## config.mk

```make
export PLATFORM = sky130hd
export DESIGN_NAME = mts_serial_arith
export DESIGN_NICKNAME = d
export VERILOG_FILES = /design/src/rtl/mts_pkg.sv /design/src/rtl/mts_serial_arith.sv
export SDC_FILE = /design/constraint.sdc
export NUM_CORES = 1
export LEC_CHECK = 0
export BUFFER_PORTS_ARGS = -buffer_cell sky130_fd_sc_hd__buf_2
export CORE_ASPECT_RATIO = 0.75
export CORE_MARGIN = 2
export CORE_UTILIZATION = 30
export DETAILED_ROUTE_END_ITERATION = 8
export HOLD_SLACK_MARGIN = 0.15
export MAX_ROUTING_LAYER = met4
export PLACE_DENSITY = 0.52
export SLEW_MARGIN = 10
export SYNTH_ARGS = -nofsm -noshare
export SYNTH_HDL_FRONTEND = slang
export SYNTH_SLANG_ARGS = --single-unit
```

## constraint.sdc

```tcl
create_clock -name i_clk -period 3.72 [get_ports i_clk]
set_clock_uncertainty 0.1 [all_clocks]
set_input_delay 0.186 -clock i_clk [delete_from_list [all_inputs] [get_ports i_clk]]
set_output_delay 0.186 -clock i_clk [all_outputs]
set_load 0.01 [all_outputs]
```

## src/rtl/mts_pkg.sv

```systemverilog
// Shared types and constants of the melody tone sequencer.
package mts_pkg;

    localparam int DEF_NOTES         = 256;
    localparam int DEF_TONE_CLOCK_HZ = 1000000;

    localparam int FREQ_W     = 16;
    localparam int BEATS_W    = 8;
    localparam int INDEX_W    = 8;
    localparam int NOTE_PTR_W = 9;
    localparam int TIMER_W    = 16;
    localparam int CFG_IDX_W  = 1;
    localparam int CFG_DATA_W = 16;
    localparam int PROD_W     = FREQ_W + BEATS_W;

    localparam logic [CFG_IDX_W-1:0] CFG_SONG_LENGTH   = 1'b0;
    localparam logic [CFG_IDX_W-1:0] CFG_BEAT_PERIOD   = 1'b1;
    localparam logic [TIMER_W-1:0]   RELOAD_RESET      = 16'hFFFF;
    localparam logic [TIMER_W-1:0]   BEAT_PERIOD_RESET = 16'd500;

    typedef enum logic [1:0] {
        OP_TICK   = 2'd0,
        OP_WRITE  = 2'd1,
        OP_START  = 2'd2,
        OP_TOGGLE = 2'd3
    } t_op;

    typedef struct packed {
        t_op                operation;
        logic [INDEX_W-1:0] note_index;
        logic [FREQ_W-1:0]  note_freq;
        logic [BEATS_W-1:0] note_beats;
    } t_in_word;

    typedef struct packed {
        logic [TIMER_W-1:0]    period_reload;
        logic [TIMER_W-1:0]    duty_compare;
        logic                  audible;
        logic [NOTE_PTR_W-1:0] current_note;
    } t_out_word;

    typedef struct packed {
        logic [FREQ_W-1:0]  freq;
        logic [BEATS_W-1:0] beats;
    } t_note;

    typedef struct packed {
        logic               start;
        logic [FREQ_W-1:0]  freq;
        logic [BEATS_W-1:0] beats;
        logic [TIMER_W-1:0] beat_ms;
    } t_arith_req;

    typedef struct packed {
        logic               done;
        logic [TIMER_W-1:0] period;
        logic [TIMER_W-1:0] duration;
    } t_arith_rsp;

endpackage

```

## src/rtl/mts_serial_arith.sv

```systemverilog
// Bit-serial period divider and duration shift-add multiplier.
module mts_serial_arith #(
    parameter int TONE_CLOCK_HZ = mts_pkg::DEF_TONE_CLOCK_HZ
) (
    input  logic                i_clk,
    input  logic                i_rst_n,
    input  mts_pkg::t_arith_req i_req,
    output mts_pkg::t_arith_rsp o_rsp
);
    import mts_pkg::*;

    localparam int DIV_W = $clog2(TONE_CLOCK_HZ + 1);
    localparam int QW    = (DIV_W > TIMER_W) ? DIV_W : TIMER_W;
    localparam int CNT_W = $clog2(DIV_W + 1);
    localparam logic [DIV_W-1:0] DIVIDEND = DIV_W'(TONE_CLOCK_HZ);

    logic [CNT_W-1:0]   r_cnt;
    logic               r_busy;
    logic               r_done;
    logic [FREQ_W-1:0]  r_divisor;
    logic [FREQ_W:0]    r_rem;
    logic [DIV_W-1:0]   r_dvd;
    logic [DIV_W-1:0]   r_quot;
    logic [PROD_W-1:0]  r_mcand;
    logic [BEATS_W-1:0] r_mplier;
    logic [PROD_W-1:0]  r_acc;

    logic [FREQ_W:0]    n_rem_sh;
    logic               n_ge;
    logic [QW-1:0]      n_q_m1;

    assign n_rem_sh = {r_rem[FREQ_W-1:0], r_dvd[DIV_W-1]};
    assign n_ge     = (n_rem_sh >= {1'b0, r_divisor});
    assign n_q_m1   = QW'(r_quot) - QW'(1);

    always_ff @(posedge i_clk) begin
        if (!i_rst_n) begin
            r_cnt  <= '0;
            r_busy <= 1'b0;
            r_done <= 1'b0;
        end else begin
            r_done <= 1'b0;
            if (i_req.start) begin
                r_busy    <= 1'b1;
                r_cnt     <= CNT_W'(DIV_W);
                r_divisor <= i_req.freq;
                r_rem     <= '0;
                r_dvd     <= DIVIDEND;
                r_quot    <= '0;
                r_mcand   <= PROD_W'(i_req.beat_ms);
                r_mplier  <= i_req.beats;
                r_acc     <= '0;
            end else if (r_busy) begin
                r_rem    <= n_ge ? (n_rem_sh - {1'b0, r_divisor}) : n_rem_sh;
                r_quot   <= {r_quot[DIV_W-2:0], n_ge};
                r_dvd    <= {r_dvd[DIV_W-2:0], 1'b0};
                if (r_mplier[0]) begin
                    r_acc <= r_acc + r_mcand;
                end
                r_mcand  <= {r_mcand[PROD_W-2:0], 1'b0};
                r_mplier <= {1'b0, r_mplier[BEATS_W-1:1]};
                r_cnt    <= r_cnt - CNT_W'(1);
                if (r_cnt == CNT_W'(1)) begin
                    r_busy <= 1'b0;
                    r_done <= 1'b1;
                end
            end
        end
    end

    assign o_rsp.done     = r_done;
    assign o_rsp.period   = n_q_m1[TIMER_W-1:0];
    assign o_rsp.duration = r_acc[TIMER_W+1:2];

endmodule

```

Word-level counts from Yosys, hierarchy flattened
Index checks and enable logic that the tools add are counted.
{"block": "classes", "eq_ne": 1, "n_mux": 16, "n_bitwise": 2, "add_sub_neg": 4, "n_lt_le_gt_ge": 1, "n_reduce_logical": 7}
{"cell": "$mux 24", "n": 3}
{"cell": "$mux 16", "n": 4}
{"cell": "$add 24x24->24", "n": 1}
{"cell": "$mux 20", "n": 1}
{"cell": "$ge 17x16->1", "n": 1}
{"cell": "$mux 8", "n": 2}
{"cell": "$sub 16x1->16 const B", "n": 1}
{"cell": "$sub 16x16->16", "n": 1}
{"cell": "$mux 5", "n": 2}
{"cell": "$eq 5x1->1 const B", "n": 1}
{"cell": "$sub 5x1->5 const B", "n": 1}
{"cell": "$mux 1", "n": 4}
{"cell": "$reduce_and 2->1", "n": 2}
{"cell": "$reduce_bool 2->1", "n": 2}
{"cell": "$reduce_and 3->1", "n": 1}
{"cell": "$reduce_or 3->1", "n": 1}
{"cell": "$not 1->1", "n": 2}
{"cell": "$reduce_or 2->1", "n": 1}
{"block": "word_totals", "in_bits": 43, "out_inout_bits": 33, "wordCells": 43, "regBits": 125}

Depth between registers and ports, before layout
Gate-level depths: netlist of run 1.
{"block": "depth", "word_depth": 4, "ltp_mapped": 10, "mapped_depth_nobuf": 9}

Least setup slack after synthesis of run 1
OpenSTA, ideal clock, no wires.
{"block": "synth_path", "path_type": "input-to-reg", "startpoint": "in i_req[40] in the netlist's numbering", "endpoint": "reg r_dvd[10], enable pin", "slack_ns": 0.689, "path_buffers": 2, "t_required_ns": 3.184, "path_stages": 3, "t_arrival_ns": 2.495, "setup_time_ns": 0.436, "path_cell_list": "clkbuf_1 > clkbuf_1 > o21a_1"}
{"block": "synth_via", "elab_chain_len": 2}
{"element": "from (decl)", "line": "mts_serial_arith.sv:7", "text": "input mts_pkg::t_arith_req i_req,"}
{"element": "$reduce_bool 2->1 (no line)"}
{"element": "$reduce_and 2->1 (no line)"}
{"element": "to (signal assigned)", "line": "mts_serial_arith.sv:56", "text": "r_dvd <= {r_dvd[DIV_W-2:0], 1'b0};"}
{"element": "to (decl)", "line": "mts_serial_arith.sv:22", "text": "logic [DIV_W-1:0] r_dvd;"}
Every way passes these cells.
A chain may end at the register's enable or synchronous reset.

Final worst setup path of run 1
{"block": "layout_path", "startpoint": "reg r_rem[7]", "endpoint": "reg r_rem[9] (data pin)"}
{"block": "layout_via", "elab_chain_len": 3, "elab_cells_between_ends": 4, "classes_between": "add/sub: 1; order compare: 1; mux: 2"}
{"element": "from (decl)", "line": "mts_serial_arith.sv:21", "text": "logic [FREQ_W:0] r_rem;"}
{"element": "from (signal assigned)", "line": "mts_serial_arith.sv:54", "text": "r_rem <= n_ge ? (n_rem_sh - {1'b0, r_divisor}) : n_rem_sh;"}
{"element": "$sub 16x16->16 or $ge 17x16->1 (tied branches)", "line": "mts_serial_arith.sv:54, mts_serial_arith.sv:33"}
{"element": "$mux 16 (*)", "line": "mts_serial_arith.sv:54"}
{"element": "$mux 16 (*)", "line": "mts_serial_arith.sv:53", "text": "end else if (r_busy) begin"}
Mark *: on every way between the ends. The rest lies on a longest branch, timed or not. The select of a mux whose other input is x is not followed.

==> results.ini, run 1 <==
[synth]
synth-edff-count=106
syn-cell-area_sq_mm=0.00656
synthCells=586
synth-main-ff-cell=edfxtp_1
netlist.area_leader.share_pct=48.5
yosysTopAreaCell=edfxtp_1
yosysWarnings=0
synth_seq_cells=113
syn_nets=667
async_flop_share_pct=0
avgSynthCellArea_sq_um=11.2
ys_types=67
yosysSeqAreaShare_pct=50.6
synth_area_leaders=edfxtp_1 (49%), ha_1 (6.9%), mux2_2 (4.5%)

[setup_path]
crit_type=reg -> reg
cp_data_required_time_ns=3.87
start_kind=flop
arrival_ns=3.08
path_common_cell=o21ai_0
crit_path_end_kind=flop
slowest_delay_ns=0.62
cpLargestDelayFamily=compound AO/OA/AOI/OAI gates
critPathMaxFanout=9
critPathBufInv=1
cp_slowest_cell=a31oi_1
path_cells=ha_1, nand4_1, nor3_1, o21ai_0, a31oi_1, buf_4, o21ai_0, a21oi_1

[place]
gp_congestion=0.846
io_buffer_count=75
place_inst=916
place_hpwl_microns=10000
dpl_cell_area_sq_mm=0.00712

[cells_and_area]
antenna_cells=0
finalNetCount=769
syn2layout_area_growth_pct=24.1
finalNonFillerCells=989
final_area_sq_mm=0.00815
fill_cells=2103
drive_gt1_share_pct=23.3

[timing]
hold_viol=0
fmax_mhz=341
finalCritPeriodShare_pct=78.8
tns_ns=0
drv_slew=0
finalSetupViolCount=0
relSlewSlack_pct=44.3
min_period_ns=2.93
worst_pin_slew_ns=0.835
rsz0062_at_grt=false

[power_and_ir_drop]
ir_worst_vdd_uv=231
power.leakage_nw=3.22
power_density_mw_per_mm2=498

[drt]
drt_iter0_markers=280
routedWlPerCell_microns=14.9
vias_per_cell=4.80
detail-route-antenna-nets=0
first_pass_iters=5
drt_wl_total_microns=14800
route.detailed.drc=0
via_count=4743

[global_routing]
antenna_found_initial=0
grt_pass1_wl_microns=24300
overflow=0
grt.total_usage_pct=13.6
grt_pass1_vias=4803
grt_max_degree=61

[clocking]
h-tree-depth=4
cts_buffer_depth=2
root_buffer=clkbuf_16
post_cts_resized=0
cts_made_buffers=17
cts.clk_slew.worst_paths_ns=0.06
clock_latency_ns=0.41
clock-sinks=113
cts_tree=yes

[flow_run]
max-cap-violations=0

[floorplan]
initial_core_util_pct=30.8
ioPinCount=76
core_area_sq_mm=0.0213
rows=46
die_x_microns=175
die_h_microns=132
dieArea_sq_mm=0.0231

[run_status]
status=completed

[hold_path]
holdCritPathClass=in -> reg

worst register-to-register path, stage by stage, from the launching register on:
cell      delay [ns]
edfxtp_1        0.41
ha_1            0.44
nand4_1         0.19
nor3_1          0.27
o21ai_0         0.20
a31oi_1         0.62
buf_4           0.28
o21ai_0         0.08
a21oi_1         0.18
sequential cells by signal, summed over array words and instances, names as in the netlist:
name       count
r_acc         18
r_busy         1
r_cnt          5
r_divisor     16
r_done         1
r_dvd         14
r_mcand       18
r_mplier       8
r_quot        16
r_rem         16
path summary, 6_finish.rpt:
| path | startpoint | end | slack [ns] | depth (start not counted) |
|---|---|---|---|---|
| worst min-delay path | i_req[40] | r_quot[1] | 0.22 | 2 |
| worst max-delay path | r_rem[7] | r_rem[9] | 0.79 | 8 |
| worst max register to register | r_rem[7] | r_rem[9] | 0.79 | 8 |
| worst min register to register | r_dvd[17] | r_dvd[18] | 0.39 | 1 |
report_power, final:
part	internal [mW]	total (mW)	switching, mW	leakage [nW]
Sequential	1.52	1.57	0.0542	1.08
Clock	1.11	1.72	0.606	0.284
Combinational	0.339	0.764	0.425	1.86
Total	2.97	4.05	1.09	3.22
kinds of logic after synthesis:
logic type / count (synthesis) / synth area share, %
xor+xnor: 33 / 4.40
simple gates: 175 / 14.3
mux: 27 / 4.61
fa+ha+maj: 38 / 7.47
flops: 113 / 50.6
buf+inv: 72 / 5.62
compound gates: 128 / 12.9
layer usage:
layer  vias to the layer above  GRT usage [%]  part of all wire (%)
met5                         -              -                     0
li1                       2348              -                     -
met2                        88           19.3                    43
met4                         0           2.92                   1.1
met1                      2292           19.1                    52
met3                        15           4.18                   4.2
cells in the final DEF, fill, tap and decap left out, drive strengths merged, types with 5 or more instances in the layout:
| master | n |
|---|---|
| a211oi | 8 |
| a21o | 16 |
| a21oi | 35 |
| a31oi | 8 |
| and2 | 6 |
| buf | 80 |
| clkbuf | 17 |
| clkinv | 5 |
| clkinvlp | 6 |
| dfxtp | 7 |
| dlygate4sd3 | 41 |
| edfxtp | 106 |
| ha | 36 |
| inv | 34 |
| mux2 | 26 |
| nand2 | 34 |
| nand3 | 18 |
| nand4 | 5 |
| nor2 | 32 |
| nor2b | 31 |
| nor3 | 12 |
| o21ai | 28 |
| or2 | 8 |
| xnor2 | 14 |
| xor2 | 19 |
per-stage QoR:
stage | hold WS, ns | util [%] | setup slack [ns] | total power, mW
6_report | 0.219 | 38.2 | 0.788 | 4.05
5_1_grt | 0.242 | 38.2 | 0.440 | 4.26
4_1_cts | 0.210 | 38.2 | 0.826 | 4.09
3_3_place_gp | 0.262 | 33.4 | 0.909 | 2.32
2_1_floorplan | 0.185 | - | 0.689 | 2.15
3_5_place_dp | 0.264 | 33.4 | 0.834 | 2.32
what timing repair did:
action	4_1_cts	5_1_grt
hold buffers	41	0
setup endpoints to repair	0	0
setup buffers	0	0
endpoints found under the hold margin	47	0
synthesized netlist by cell type (3+ instances only):
cell        n
nor3_1     10
inv_1      34
edfxtp_1  106
a211oi_1    6
a21oi_1    35
o21a_1      4
clkbuf_1   11
o21ai_0    27
nor4_1      3
a31o_2      4
xnor2_1    14
or3_1       3
a21o_1     14
ha_1       36
nand2b_1    4
and4_1      4
o211ai_1    3
nand3_1    18
nand4_1     5
dfxtp_1     7
xor2_1     19
buf_4      21
mux2_2     26
o22ai_1     3
nor2_1     32
and2_1      6
or2_2       7
nand2_1    34
nor2b_1    31
a31oi_1     8
a21boi_0    3
and3_1      3
layout make-up:
class / instances / area, sq um / share of cell area, %
inverters: 34 / 128 / 1.57
repair buffers: 121 / 838 / 10.3
flip-flops and latches: 113 / 3320 / 40.8
clock buffers: 17 / 425 / 5.22
clock inverters: 15 / 193 / 2.37
multi-input cells: 401 / 2880 / 35.3
well taps: 288 / 360 / 4.42
(Power assumes the default switching activity.)
==> inputs of run 2 (changes only) <==
Clock period 3.72 ns to 2.81 ns, I/O delays scaled along.
==> run 2 against run 1 <==
Global-route usage up 0.74 points. Critical path type unchanged. Die area unchanged. Non-clock buffer count increased by 20.
==> results.ini, run 2 (synthesis gave the netlist of run 1 again) <==
[cells_and_area]
finalNetCount=789  ; +2.6%
antenna_cells=0  ; unchanged
top_regs=r_acc x18, r_mcand x18
postLayoutCoreUtil_pct=39.0  ; +0.72 points
final_cell_mix=edfxtp_1 (106), buf_2 (74), dlygate4sd3_1 (42), a21oi_1 (35), ha_1 (35)
final_area_sq_mm=0.00830  ; +1.9%
drive_gt1_share_pct=26.4  ; +3.1 points
layout_commonest_cell=edfxtp_1
finalNonFillerCells=1009  ; +2.0%
syn2layout_area_growth_pct=26.5

[global_routing]
antenna_found_initial=0  ; unchanged
grt.total_usage_pct=14.4  ; +0.74 points
grt_max_degree=43  ; -30%
grt_pass1_wl_microns=25200  ; +3.8%
grt_pass1_vias=4794  ; -0.19%
overflow=0  ; unchanged

[drt]
vias_per_cell=4.83  ; +0.64%
via_count=4870  ; +2.7%
drt_wl_total_microns=15700  ; +6.4%
drt_iter0_markers=273  ; -2.5%
detail-route-antenna-nets=0  ; unchanged
route.detailed.drc=0  ; unchanged
first_pass_iters=5  ; unchanged
routedWlPerCell_microns=15.6  ; +4.3%

[floorplan]
core_area_sq_mm=0.0213  ; unchanged
ioPinCount=76  ; unchanged
die_x_microns=175  ; unchanged
dieArea_sq_mm=0.0231  ; unchanged
die_h_microns=132  ; unchanged
initial_core_util_pct=30.8  ; unchanged
rows=46  ; unchanged

[timing]
relSlewSlack_pct=60.1  ; +16 points
worst_pin_slew_ns=0.590  ; -0.244 ns
whs_ns=0.329  ; +0.110 ns
fmax_mhz=363  ; +6.3%
setup_ws_ns=0.0531  ; -0.735 ns
finalCritPeriodShare_pct=98.1  ; +19 points
finalSetupViolCount=0  ; unchanged
drv_slew=0  ; unchanged
min_period_ns=2.76  ; -0.175 ns
tns_ns=0  ; unchanged
rsz0062_at_grt=true
hold_viol=0  ; unchanged

[place]
place_hpwl_microns=10600  ; +5.6%
gp_congestion=0.846  ; about the same
place_inst=931  ; +1.6%
io_buffer_count=75  ; unchanged
dpl_cell_area_sq_mm=0.00722  ; +1.4%
place_ws_ns=-0.0178  ; -0.852 ns

[clocking]
cts_made_buffers=17  ; unchanged
h-tree-depth=4  ; unchanged
clock-sinks=113  ; unchanged
cts_tree=yes
root_buffer=clkbuf_16
cts_buffer_depth=2  ; unchanged
clock_latency_ns=0.42  ; about the same
cts.clk_slew.worst_paths_ns=0.06  ; about the same

[setup_path]
reg2reg_to=r_rem[12]
arrival_ns=2.81  ; -0.27 ns
slowest_delay_ns=0.54  ; -0.08 ns
critPathMaxFanout=4  ; -5
cp_data_required_time_ns=2.86  ; -1.01 ns
rrSetupSlack_ns=0.05  ; -0.74 ns
cp_slowest_cell=a2111o_1
worstSetupStartpoint=r_dvd[19]
crit_path_end_kind=flop
r2r_cells=9  ; +1
start_kind=flop
path_cells=inv_1, ha_2, fa_2, and2b_1, o2111ai_2, a2111o_1, and2_4, a311oi_2, o22ai_1
crit_end=r_rem[12]
crit_type=reg -> reg
r2r_start=r_dvd[19]

[flow_run]
max-cap-violations=0  ; unchanged

[run_status]
status=completed

[power_and_ir_drop]
power.leakage_nw=3.31  ; +2.8%
power_mw=5.28  ; +30%
ir_worst_vdd_uv=397  ; +72%
power_density_mw_per_mm2=636  ; +28%

[hold_path]
holdCritPathClass=in -> reg

run 2: cell count changes in the layout (fill, tap and decap cells not counted), moves of 3 or more:
cell and delta:
bufinv_16 -3, clkinv_2 -3, inv_6 +4, buf_4 +20
run 2: per-layer routing:
layer | up-vias | share of wire [%] | GRT usage [%]
met4 | 0 | 1.0 | 3.98
li1 | 2389 | - | -
met2 | 122 | 44 | 20.6
met1 | 2346 | 51 | 19.8
met3 | 13 | 4.2 | 3.89
met5 | - | 0 | -
run 2: where the power goes:
part           leakage, nW  internal (mW)  switching (mW)
combinational         1.97          0.487           0.596
clock                0.269           1.28           0.838
sequential            1.08           2.01          0.0726
run 2: cell type report:
| cell class | instances | area (sq um) |
|---|---|---|
| flip-flops and latches | 113 | 3320 |
| well taps | 288 | 360 |
| multi-input cells | 401 | 2930 |
| inverters | 34 | 128 |
| fillers | 2090 | 13000 |
| clock inverters | 13 | 129 |
| repair buffers | 141 | 978 |
| clock buffers | 19 | 453 |
run 2: worst min path at each step:
| stage | startpoint | slack (ns) | cells past startpoint | end |
|---|---|---|---|---|
| 3_3_place_gp | i_req[32] | 0.22 | 1 | r_divisor[8] |
| 3_5_place_dp | i_req[38] | 0.22 | 1 | r_divisor[14] |
| 4_1_cts | i_req[31] | 0.31 | 2 | r_divisor[7] |
| 2_1_floorplan | i_req[24] | 0.14 | 0 | r_divisor[0] |
| 6_report | i_req[34] | 0.33 | 2 | r_divisor[10] |
| 5_1_grt | i_req[39] | 0.33 | 2 | r_divisor[15] |
run 2: timing repair:
| action | 4_1_cts | 5_1_grt |
|---|---|---|
| endpoints found under the setup margin | 2 | 20 |
| hold endpoints to repair | 62 | 0 |
| buffers inserted | 0 | 4 |
| resized for setup | 0 | 11 |
| hold buffers | 42 | 0 |
| pin swaps | 1 | 2 |
run 2: worst max-delay path: cells and delay by family (launching register included):
family | cells | cell delay (ns)
adder cells (fa/ha/maj) | 2 | 0.53
AO/OA/AOI/OAI | 4 | 1.05
buffers and inverters | 1 | 0.05
AND/OR/NAND/NOR | 2 | 0.42
flip-flops | 1 | 0.35
==> inputs of run 3 (changes only) <==
Settings changed: CORE_UTILIZATION 30 to 59, PLACE_DENSITY 0.52 to 0.85.
==> run 3 against run 2 <==
The run now ends with negative setup slack left. Global-route usage rose by 12 points. Critical path depth rose by 1. Largest power group unchanged. Via count rose by 6.1%. Cell area fell by 2.5%. Worst hold slack improved by 0.0016 ns. Sequential share of layout area up 1.0 points. Setup slack got worse by 0.059 ns.
==> results.ini, run 3 (synthesis gave the netlist of run 1 again) <==
[run_status]
status=complete, but fails checks
violations=negative setup slack

[cells_and_area]
layout_commonest_cell=edfxtp_1
finalNetCount=786  ; -0.38%
final_cell_mix=edfxtp_1 (106), buf_2 (75), dlygate4sd3_1 (42), a21oi_1 (35), ha_1 (34)
top_regs=r_acc x18, r_mcand x18
drive_gt1_share_pct=25.8  ; -0.59 points
antenna_cells=0  ; unchanged
syn2layout_area_growth_pct=23.3

[setup_path]
crit_path_end_kind=flop
start_kind=flop
cp_slowest_cell=a2111o_1
cp_data_required_time_ns=2.98  ; +0.12 ns
crit_end=r_rem[14]
rrSetupSlack_ns=-0.006  ; -0.06 ns
worstSetupStartpoint=r_dvd[19]
slowest_delay_ns=0.48  ; -0.06 ns
reg2reg_to=r_rem[14]
path_cells=inv_2, ha_4, fa_2, and2b_1, o2111ai_2, a2111o_1, buf_4, a2111oi_4, a311oi_1, o22ai_1
r2r_cells=10  ; +1
r2r_start=r_dvd[19]
critPathMaxFanout=4  ; unchanged
arrival_ns=2.99  ; +0.18 ns
crit_type=reg -> reg

[floorplan]
die_h_microns=95.3  ; -28%
die_x_microns=126  ; -28%
dieArea_sq_mm=0.0120  ; -48%
ioPinCount=76  ; unchanged
core_area_sq_mm=0.0109  ; -49%
rows=33  ; -28%
initial_core_util_pct=60.2  ; +29 points

[place]
place_hpwl_microns=9580  ; -9.6%
io_buffer_count=75  ; unchanged
gp_congestion=0.946  ; +12%

[drt]
first_pass_iters=7  ; +2
drt_iter0_markers=577  ; +110%
routedWlPerCell_microns=18.0  ; +16%
via_count=5165  ; +6.1%
detail-route-antenna-nets=0  ; unchanged
route.detailed.drc=0  ; unchanged
vias_per_cell=6.02  ; +25%
drt_wl_total_microns=15500  ; -1.5%

[clocking]
clock-sinks=113  ; unchanged
cts_tree=yes
cts_made_buffers=17  ; unchanged
clock_latency_ns=0.42  ; about the same
h-tree-depth=4  ; unchanged
cts.clk_slew.worst_paths_ns=0.06  ; about the same
root_buffer=clkbuf_16
cts_buffer_depth=2  ; unchanged

[timing]
finalSetupViolCount=1  ; +1
drv_slew=0  ; unchanged
relSlewSlack_pct=50.0  ; -10 points
hold_viol=0  ; unchanged
min_period_ns=2.82  ; +0.0588 ns
whs_ns=0.330  ; +0.00161 ns
fmax_mhz=355  ; -2.1%
tns_ns=-0.00576  ; -0.00576 ns
finalCritPeriodShare_pct=100  ; +2.1 points
worst_pin_slew_ns=0.749  ; +0.159 ns
rsz0062_at_grt=true
setup_ws_ns=-0.00576  ; -0.0588 ns

[global_routing]
overflow=0  ; unchanged
grt-busiest-layer=met2
grt.total_usage_pct=26.4  ; +12 points
use_met3_pct=6.23  ; +2.3 points
grt_max_degree=39  ; -9.3%
grt_pass1_wl_microns=23900  ; -5.5%
use_met1_pct=35.8  ; +16 points
antenna_found_initial=0  ; unchanged
grt_pass1_vias=4829  ; +0.73%
gr-usage-met2_pct=39.3  ; +19 points

[power_and_ir_drop]
ir_worst_vdd_uv=497  ; +25%
power.leakage_nw=3.30  ; -0.42%
power_density_mw_per_mm2=657  ; +3.4%

[flow_run]
max-cap-violations=0  ; unchanged

[hold_path]
holdCritPathClass=in -> reg

## run 3: cell types whose count changed in the layout (fill, tap and decap cells not counted), moves of 2 or more
cell / before / now
nor3_2: 0 / 2
clkinv_2: 0 / 5
clkbuf_8: 2 / 0
buf_4: 25 / 21
nor3_4: 2 / 0
bufinv_16: 1 / 3
clkinv_1: 0 / 4
inv_6: 4 / 0
clkinv_4: 3 / 1
clkinvlp_4: 5 / 1
## run 3: layout make-up
| cell class | count | area, sq um |
|---|---|---|
| Tap cell | 140 | 175 |
| Sequential cell | 113 | 3320 |
| Timing Repair Buffer | 138 | 953 |
| Multi-Input combinational cell | 401 | 2940 |
| Clock buffer | 18 | 429 |
| Fill cell | 677 | 2810 |
| Inverter | 34 | 128 |
| Clock inverter | 14 | 146 |
## run 3: report_power, final
| part | internal [mW] | total [mW] | leakage [nW] | switching (mW) |
|---|---|---|---|---|
| Combinational | 0.482 | 1.10 | 1.94 | 0.622 |
| Sequential | 2.01 | 2.08 | 1.08 | 0.0742 |
| Clock | 1.37 | 2.13 | 0.283 | 0.760 |
## run 3: worst min path at each step
stage                     startpoint             to  slack (ns)  depth (start not counted)
final                      i_req[33]   r_divisor[9]        0.33                          2
after global routing       i_req[35]  r_divisor[11]        0.33                          2
after CTS                  i_req[33]   r_divisor[9]        0.32                          2
after detailed placement   i_req[32]   r_divisor[8]        0.22                          1
after global placement     i_req[32]   r_divisor[8]        0.22                          1
after floorplan            i_req[24]   r_divisor[0]        0.14                          0
## run 3: routing by layer
metal | wire, microns | part of all wire [%]
met5 | 0 | 0
met4 | 278 | 1.8
met3 | 1160 | 7.5
met2 | 7170 | 46
met1 | 6860 | 44
## run 3: per-stage QoR
step           power (mW)  instances  setup WS [ns]  area [sq um]  utilization (%)
2_1_floorplan        2.84        586          0.153          6560                -
3_3_place_gp         3.03        777         0.0470          6980             64.0
3_5_place_dp         3.09        777        -0.0690          6980             64.0
4_1_cts              5.26        853         0.0326          8000             73.4
5_1_grt              5.49        858         -0.104          8090             74.2
6_report             5.32        858       -0.00576          8090             74.2
## run 3: what timing repair did
| item | 4_1_cts | 5_1_grt |
|---|---|---|
| pin swaps | 1 | 4 |
| setup buffers | 2 | 5 |
| hold buffers | 42 | 0 |
| resized for setup | 2 | 12 |
| hold endpoints to repair | 49 | 0 |
| setup endpoints to repair | 2 | 21 |
## run 3: worst max-delay path: cells and delay by family (launching register included)
kind | cells | cell delay [ns]
AO/OA/AOI/OAI | 5 | 1.18
adder cells (fa/ha/maj) | 2 | 0.52
buffers and inverters | 2 | 0.24
flip-flops | 1 | 0.39
AND/OR/NAND/NOR | 1 | 0.24
